**src/hdl/bdl_pkg.sv**
```systemverilog
// shared types and constants of the button debounce and long-press block
// depends on nothing; every other file of the block imports it
`timescale 1ns / 1ps

package bdl_pkg;

	// default number of buttons
	localparam int BDL_NUM_BUTTONS = 2;

	// configuration register indexes
	localparam logic [7:0] REG_DEBOUNCE  = 8'd0;
	localparam logic [7:0] REG_LONG_MS   = 8'd1;
	localparam logic [7:0] REG_ENABLE    = 8'd2;
	localparam logic [7:0] REG_ACTIVE_HI = 8'd3;

	// reset values of the registers
	localparam logic [7:0]  DEBOUNCE_RST = 8'd3;
	localparam logic [15:0] LONG_MS_RST  = 16'd1000;

	// event codes
	typedef enum logic [1:0] {
		EV_PRESS   = 2'd0,
		EV_RELEASE = 2'd1,
		EV_LONG    = 2'd2
	} evk_t;

	// event raised by one lane for one sample
	typedef struct packed {
		logic        vld;
		evk_t        kind;
		logic [31:0] held;
	} ev_t;

	// settings common to all lanes
	typedef struct packed {
		logic [7:0]  debounce;
		logic [15:0] long_ms;
	} cfg_t;

endpackage

```
**src/hdl/bdl_lane.sv**
```systemverilog
// one button lane: debounce counter, press and long-press tracking
// depends on bdl_pkg
`timescale 1ns / 1ps

module bdl_lane
	import bdl_pkg::*;
(
	input  logic        clk,
	input  logic        arst_n,
	input  logic        fire,
	input  logic        primed,
	input  logic        en,
	input  logic        act,
	input  logic        lvl,
	input  logic [31:0] now,
	input  cfg_t        cfg,
	output ev_t         ev,
	output logic        down_next
);

	logic        deb_q, deb_d;
	logic [7:0]  mm_q, mm_d;
	logic        prep_q, prep_d;
	logic        lrep_q, lrep_d;
	logic [31:0] ptime_q, ptime_d;

	logic        down_raw;
	logic        differ;
	logic        take;
	logic [7:0]  mm_inc;
	logic [15:0] thresh;
	logic [31:0] held;

	// next state and event for the sample at hand
	always_comb begin
		down_raw = act ? lvl : ~lvl;
		mm_inc   = mm_q + 8'd1;
		thresh   = (cfg.long_ms == 16'd0) ? 16'd1 : cfg.long_ms;
		held     = now - ptime_q;
		differ   = down_raw != deb_q;
		take     = differ && (mm_inc >= cfg.debounce);

		deb_d   = deb_q;
		mm_d    = mm_q;
		prep_d  = prep_q;
		lrep_d  = lrep_q;
		ptime_d = ptime_q;
		ev.vld  = 1'b0;
		ev.kind = EV_PRESS;
		ev.held = '0;

		if (!primed) begin
			// first sample only primes the state
			deb_d   = en && down_raw;
			mm_d    = '0;
			prep_d  = 1'b0;
			lrep_d  = 1'b1;
			ptime_d = now;
		end else if (en) begin
			if (differ) begin
				mm_d = mm_inc;
			end else begin
				mm_d = '0;
			end
			if (take) begin
				mm_d   = '0;
				deb_d  = down_raw;
				lrep_d = 1'b0;
				if (down_raw) begin
					ptime_d = now;
					prep_d  = 1'b1;
					ev.vld  = 1'b1;
					ev.kind = EV_PRESS;
				end else begin
					// release is reported only for a reported press
					ev.vld  = prep_q;
					ev.kind = EV_RELEASE;
					ev.held = held;
					prep_d  = 1'b0;
				end
			end else if (deb_q && !lrep_q && (held >= {16'd0, thresh})) begin
				lrep_d  = 1'b1;
				ev.vld  = 1'b1;
				ev.kind = EV_LONG;
				ev.held = held;
			end
		end
		down_next = deb_d;
	end

	// lane state
	always_ff @(posedge clk or negedge arst_n) begin
		if (!arst_n) begin
			deb_q   <= 1'b0;
			mm_q    <= '0;
			prep_q  <= 1'b0;
			lrep_q  <= 1'b1;
			ptime_q <= '0;
		end else if (fire) begin
			deb_q   <= deb_d;
			mm_q    <= mm_d;
			prep_q  <= prep_d;
			lrep_q  <= lrep_d;
			ptime_q <= ptime_d;
		end
	end

endmodule

```
**src/hdl/bdl_merge.sv**
```systemverilog
// merging stage: picks the first two lane events and drains them one per transfer
// depends on bdl_pkg
`timescale 1ns / 1ps

module bdl_merge
	import bdl_pkg::*;
#(
	parameter int NUM_BUTTONS = BDL_NUM_BUTTONS,
	parameter int BTN_W       = 1,
	parameter int OUT_W       = 40
) (
	input  logic                   clk,
	input  logic                   arst_n,
	input  logic                   fire,
	input  ev_t                    ev [NUM_BUTTONS],
	input  logic [NUM_BUTTONS-1:0] down_next,
	output logic                   free,
	output logic                   m_tvalid,
	input  logic                   m_tready,
	output logic [OUT_W-1:0]       m_tdata,  // button, held_ms, pressed_now
	output logic [1:0]             m_tuser,  // event_kind
	output logic                   m_tlast
);

	logic [1:0]             num_s2;
	logic                   head_s2;
	logic [BTN_W-1:0]       btn_s2  [2];
	evk_t                   kind_s2 [2];
	logic [31:0]            held_s2 [2];
	logic [NUM_BUTTONS-1:0] pressed_s2;

	logic             f0, f1;
	logic [BTN_W-1:0] b0, b1;
	evk_t             k0, k1;
	logic [31:0]      h0, h1;
	logic [1:0]       num_new;
	logic             xfer;
	logic             load;

	// first and second event in lane order; later ones are dropped
	always_comb begin
		f0 = 1'b0;
		f1 = 1'b0;
		b0 = '0;
		b1 = '0;
		k0 = EV_PRESS;
		k1 = EV_PRESS;
		h0 = '0;
		h1 = '0;
		for (int i = 0; i < NUM_BUTTONS; i++) begin
			if (ev[i].vld) begin
				if (!f0) begin
					f0 = 1'b1;
					b0 = BTN_W'(i);
					k0 = ev[i].kind;
					h0 = ev[i].held;
				end else if (!f1) begin
					f1 = 1'b1;
					b1 = BTN_W'(i);
					k1 = ev[i].kind;
					h1 = ev[i].held;
				end
			end
		end
		num_new = {1'b0, f0} + {1'b0, f1};
	end

	// output side
	assign m_tvalid = num_s2 != 2'd0;
	assign m_tlast  = head_s2 || (num_s2 == 2'd1);
	assign m_tdata  = OUT_W'({pressed_s2, held_s2[head_s2], btn_s2[head_s2]});
	assign m_tuser  = kind_s2[head_s2];
	assign xfer     = m_tvalid && m_tready;
	assign free     = !m_tvalid || (xfer && m_tlast);
	assign load     = fire && (num_new != 2'd0);

	// buffer occupancy
	always_ff @(posedge clk or negedge arst_n) begin
		if (!arst_n) begin
			num_s2  <= '0;
			head_s2 <= 1'b0;
		end else begin
			if (xfer) begin
				if (m_tlast) begin
					num_s2  <= '0;
					head_s2 <= 1'b0;
				end else begin
					head_s2 <= 1'b1;
				end
			end
			if (load) begin
				num_s2  <= num_new;
				head_s2 <= 1'b0;
			end
		end
	end

	// event payload
	always_ff @(posedge clk) begin
		if (load) begin
			btn_s2[0]  <= b0;
			kind_s2[0] <= k0;
			held_s2[0] <= h0;
			btn_s2[1]  <= b1;
			kind_s2[1] <= k1;
			held_s2[1] <= h1;
			pressed_s2 <= down_next;
		end
	end

endmodule

```
**src/hdl/button_debounce_longpress.sv**
```systemverilog
// top level of the button debounce and long-press block
// depends on bdl_pkg, bdl_lane and bdl_merge
`timescale 1ns / 1ps

// Each input transfer is one poll sample: the pad level of every button and
// a millisecond timestamp. One lane per button debounces its level, times
// the hold and raises PRESS, RELEASE or LONGPRESS; the merging stage keeps
// the first two events in button order and sends them one transfer each,
// tlast on the final event of a sample. The first sample after reset only
// primes the lanes. A sample passes an input register and then the output
// register, which it enters once the output buffer is free. A sample is taken
// every cycle while the output drains at the same pace; one that raises two
// events holds the two-entry output buffer for two transfers, so the
// sustained rate is one sample per cycle for up to one event, while after two
// events the next sample waits until the second is taken. Configuration
// writes are always taken (cfg_ready is high) and belong to times when no
// sample is in flight.
module button_debounce_longpress
	import bdl_pkg::*;
#(
	parameter int NUM_BUTTONS = BDL_NUM_BUTTONS,
	localparam int BTN_W = (NUM_BUTTONS > 1) ? $clog2(NUM_BUTTONS) : 1,
	localparam int IN_W  = ((NUM_BUTTONS + 32 + 7) / 8) * 8,
	localparam int OUT_W = ((BTN_W + 32 + NUM_BUTTONS + 7) / 8) * 8,
	localparam int CFG_W = (NUM_BUTTONS > 16) ? NUM_BUTTONS : 16
) (
	input  logic             clk,
	input  logic             arst_n,
	input  logic             s_tvalid,
	output logic             s_tready,
	input  logic [IN_W-1:0]  s_tdata,   // pad_levels, now_ms
	output logic             m_tvalid,
	input  logic             m_tready,
	output logic [OUT_W-1:0] m_tdata,   // button, held_ms, pressed_now
	output logic [1:0]       m_tuser,   // event_kind
	output logic             m_tlast,
	input  logic             cfg_valid,
	output logic             cfg_ready,
	input  logic [7:0]       cfg_index,
	input  logic [CFG_W-1:0] cfg_data
);

	logic [7:0]             debounce_q;
	logic [15:0]            long_ms_q;
	logic [NUM_BUTTONS-1:0] enable_q;
	logic [NUM_BUTTONS-1:0] active_hi_q;
	logic                   primed_q;

	logic                   valid_s1;
	logic [NUM_BUTTONS-1:0] pad_s1;
	logic [31:0]            now_s1;

	logic                   free;
	logic                   fire;
	cfg_t                   cfg;
	ev_t                    ev [NUM_BUTTONS];
	logic [NUM_BUTTONS-1:0] down_next;

	// configuration registers
	assign cfg_ready = 1'b1;

	always_ff @(posedge clk or negedge arst_n) begin
		if (!arst_n) begin
			debounce_q  <= DEBOUNCE_RST;
			long_ms_q   <= LONG_MS_RST;
			enable_q    <= '1;
			active_hi_q <= '1;
		end else if (cfg_valid && cfg_ready) begin
			case (cfg_index)
				REG_DEBOUNCE:  debounce_q  <= cfg_data[7:0];
				REG_LONG_MS:   long_ms_q   <= cfg_data[15:0];
				REG_ENABLE:    enable_q    <= cfg_data[NUM_BUTTONS-1:0];
				REG_ACTIVE_HI: active_hi_q <= cfg_data[NUM_BUTTONS-1:0];
				default: ;
			endcase
		end
	end

	assign cfg.debounce = debounce_q;
	assign cfg.long_ms  = long_ms_q;

	// input register
	assign fire     = valid_s1 && free;
	assign s_tready = !valid_s1 || free;

	always_ff @(posedge clk or negedge arst_n) begin
		if (!arst_n) begin
			valid_s1 <= 1'b0;
			primed_q <= 1'b0;
		end else begin
			if (s_tvalid && s_tready) begin
				valid_s1 <= 1'b1;
			end else if (fire) begin
				valid_s1 <= 1'b0;
			end
			if (fire) begin
				primed_q <= 1'b1;
			end
		end
	end

	always_ff @(posedge clk) begin
		if (s_tvalid && s_tready) begin
			pad_s1 <= s_tdata[NUM_BUTTONS-1:0];
			now_s1 <= s_tdata[NUM_BUTTONS+31:NUM_BUTTONS];
		end
	end

	// one lane per button
	for (genvar g = 0; g < NUM_BUTTONS; g++) begin : g_lane
		bdl_lane u_lane (
			.clk       (clk),
			.arst_n    (arst_n),
			.fire      (fire),
			.primed    (primed_q),
			.en        (enable_q[g]),
			.act       (active_hi_q[g]),
			.lvl       (pad_s1[g]),
			.now       (now_s1),
			.cfg       (cfg),
			.ev        (ev[g]),
			.down_next (down_next[g])
		);
	end

	// event merge and output buffer
	bdl_merge #(
		.NUM_BUTTONS (NUM_BUTTONS),
		.BTN_W       (BTN_W),
		.OUT_W       (OUT_W)
	) u_merge (
		.clk       (clk),
		.arst_n    (arst_n),
		.fire      (fire),
		.ev        (ev),
		.down_next (down_next),
		.free      (free),
		.m_tvalid  (m_tvalid),
		.m_tready  (m_tready),
		.m_tdata   (m_tdata),
		.m_tuser   (m_tuser),
		.m_tlast   (m_tlast)
	);

endmodule

```
**config.mk**
```make
export PLATFORM = sky130hd
export DESIGN_NAME = button_debounce_longpress
export DESIGN_NICKNAME = d
export VERILOG_FILES = /design/src/hdl/bdl_pkg.sv /design/src/hdl/bdl_lane.sv /design/src/hdl/bdl_merge.sv /design/src/hdl/button_debounce_longpress.sv
export SDC_FILE = /design/constraint.sdc
export NUM_CORES = 1
export LEC_CHECK = 0
export BUFFER_PORTS_ARGS = -buffer_cell sky130_fd_sc_hd__buf_2
export CELL_PAD_IN_SITES_DETAIL_PLACEMENT = 0
export CELL_PAD_IN_SITES_GLOBAL_PLACEMENT = 2
export CORE_AREA = 3 3 226 228
export CTS_CLUSTER_SIZE = 16
export DETAILED_ROUTE_END_ITERATION = 8
export DIE_AREA = 0 0 229 231
export GPL_ROUTABILITY_DRIVEN = 0
export GPL_TIMING_DRIVEN = 0
export PLACE_DENSITY_LB_ADDON = 0.1
export SYNTH_ARGS = -nofsm -noshare
export SYNTH_HDL_FRONTEND = slang
export SYNTH_SLANG_ARGS = --single-unit
export TNS_END_PERCENT = 10
```
**constraint.sdc**
```tcl
create_clock -name clk -period 13.2 [get_ports clk]
set_input_delay 2.64 -clock clk [delete_from_list [all_inputs] [get_ports clk]]
set_output_delay 2.64 -clock clk [all_outputs]
set_load 0.01 [all_outputs]
```
==> flow_summary.toml <==
[outcome]
status = "complete, no violations"

[cells_and_area]
area_growth_syn_to_layout_pct = 16.8
final_cell_mix = "inv_1, mux2_2, buf_2"
final_common_cell = "inv_1"
post_route_cells_drive_above_1_share_pct = 23.1
antenna_cells = 0
finalNetCount = 1745

[sta]
period_needed_ps = 7110
holdWs_ps = 497
hold_viol = 0
fmax_mhz = 141
fin_crit_sh_pct = 53.8
rsz0062_at_grt = "false"
tightest_slew_ps = 1180
slew_headroom_pct = 20.8
fin_tns_setup_ps = 0
layout_setup_ws_ps = 6090
setup_viol = 0
finalClockSkew_ps = 35.8
finalMaxSlewViolations = 0

[place]
io_buffer_count = 102
place_ws_ps = 6040
place_hpwl_um = 36400

[global_routing]
grt_first_pass_wirelength_um = 69200
grt_start_max_net_pins = 69
grt_usage_pct = 17.0
antenna_found_initial = 0
first_global_vias = 11400
grt_overflow = 0

[synth]
synth-edff-count = 106
ys.flop_type = "edfxtp_1"
async_flop_share_pct = 52.9
syn-instance-count = 1419
synth_area_per_cell_um2 = 10.3
ys_types = 89
yosysWarnings = 0
synth_area_um2 = 14700
ys_ff_latch = 225
ys_seq_area_share_pct = 42.1

[clock_network]
cts_buffers = 28
cts_max_path_buffers = 3
root_buffer = "clkbuf_16"
clk_latency_ps = 590
cts_resized = 0
cts_setup_buffers = 0
cts_tree = "built"
postCtsHoldBufs = 0
cts_sinks = 225
h-tree-depth = 1
path_clk_slew_ps = 60

[critical_path]
required_ps = 13510
critPathMaxStageDelay_ps = 600
end_kind = "flop"
cpMaxStageDelayCell = "or4_4"
critPathArrivalTime_ps = 7410
path_buf_inv = 3
critPathMaxFanout = 10
startpoint_type = "flop"
path_class = "reg -> reg"
path_cells = "inv_1 > ha_1 > fa_1 > nand2b_1 > a21oi_1 > nor2_1 > o21ai_0 > a31oi_1 > xnor2_1 > ha_1 > nand2_1 > o21ai_0 > a2111oi_0 > o21ai_0 > a311oi_1 > o211a_1 > nand4b_1 > or4_4 > a21oi_4 > inv_1 > ha_1 > nand3_1 > clkbuf_1 > nor3_1"
critPathTopFamily = "compound AO/OA/AOI/OAI gates"

[pwr]
power_mw = 1.94
power_density_nw_per_um2 = 113
p_leak_nw = 6.81
max-vdd-ir-drop_uv = 77.0

[floorplan]
die_h_um = 231
dieWidth_um = 229
dieArea_um2 = 52900
rows = 81
core_area_um2 = 49100
start_util_pct = 29.9
io_pins = 115

[routing]
drc = 0
via_per_inst = 4.94
wl_per_cell_um = 20.1
drt-total-wl_um = 45200
ant_nets = 0
drtPass1Iterations = 5
vias = 11100
drt_iter0_drc = 617

[run]
drv_cap = 0

[worst_hold_path]
hp-class = "reg -> reg"
worst paths after layout:
check / from / end / slack, ps / cells past startpoint
setup / recovery: now_s1[0] / u_merge.held_s2[1][2] / 6090 / 24
hold reg to reg: g_lane[0].u_lane.ptime_q[0] / g_lane[0].u_lane.ptime_q[0] / 500 / 2
setup reg to reg: now_s1[0] / u_merge.held_s2[1][2] / 6090 / 24
min in group asynchronous: arst_n / long_ms_q[15] / 2000 / 1
max in group asynchronous: arst_n / g_lane[1].u_lane.ptime_q[23] / 10380 / 2
hold / removal: g_lane[0].u_lane.ptime_q[0] / g_lane[0].u_lane.ptime_q[0] / 500 / 2
synth_stat cells (17+ instances only):
library cell / instances / area (µm²)
inv_1: 121 / 454
mux2_2: 120 / 1350
ha_1: 115 / 1440
nand2_1: 111 / 417
edfxtp_1: 106 / 3180
dfrtp_1: 105 / 2630
a21oi_1: 94 / 470
o21ai_0: 62 / 310
nor2_1: 59 / 221
nor3_1: 49 / 245
xnor2_1: 33 / 289
nand3_1: 31 / 155
xor2_1: 27 / 236
a21o_1: 26 / 195
clkbuf_1: 22 / 82.6
nand4_1: 17 / 106
routing by layer:
| layer | vias up | GRT usage (%) | wire, µm |
|---|---|---|---|
| met4 | 0 | 3.73 | 1030 |
| met5 | - | 0 | 0 |
| met3 | 47 | 2.42 | 1600 |
| li1 | 5494 | - | - |
| met1 | 5381 | 22.7 | 21100 |
| met2 | 166 | 29.1 | 21500 |
stage by stage:
step	cell area, µm²	cells	util (%)
2_1_floorplan	14700	1423	-
3_3_place_gp	16000	2189	32.7
3_5_place_dp	16100	2193	32.9
4_1_cts	17100	2245	34.9
5_1_grt	17100	2245	34.9
6_report	17100	2245	34.9
flip-flops by register name (all words and copies together) (netlist names), 4 cells and up:
signal and cells:
g_lane.u_lane.mm_q 16, u_merge.held_s2 64, u_merge.kind_s2 4, long_ms_q 16, now_s1 32, debounce_q 8, g_lane.u_lane.ptime_q 64
power breakdown:
part,internal [mW],switching [mW]
sequential,0.751,0.0199
clock,0.519,0.320
combinational,0.119,0.214
total,1.39,0.554
worst register-to-register path, cell delays in order (launching register included):
cell and delay, ps:
edfxtp_1 350, inv_1 80, ha_1 230, fa_1 410, nand2b_1 210, a21oi_1 320
nor2_1 140, o21ai_0 300, a31oi_1 150, xnor2_1 370, ha_1 320, nand2_1 60
o21ai_0 130, a2111oi_0 450, o21ai_0 260, a311oi_1 500, o211a_1 260, nand4b_1 120
or4_4 600, a21oi_4 270, inv_1 80, ha_1 230, nand3_1 280, clkbuf_1 590
nor3_1 130
layout make-up:
type / count / area, µm²
buffer: 50 / 259
clock buffer: 35 / 747
clock inverter: 17 / 260
fill: 5110 / 31900
inverter: 122 / 458
multi-input combinational: 1026 / 7790
sequential: 225 / 6180
tap: 664 / 831
timing repair buffer: 106 / 604
cells by family (layout without fill, tap and decap cells):
family / count (synthesis) / after routing / synth area share, %
AO/OA/AOI/OAI: 341 / 341 / 16.7
AND/OR/NAND/NOR: 376 / 376 / 12.9
adder cells (fa/ha/maj): 117 / 117 / 10.1
other: 2 / 6 / 0.0512
multiplexers: 126 / 126 / 9.63
XOR/XNOR: 60 / 60 / 3.58
flip-flops: 225 / 225 / 42.1
buffers and inverters: 172 / 330 / 4.89
(Power assumes the default switching activity.)
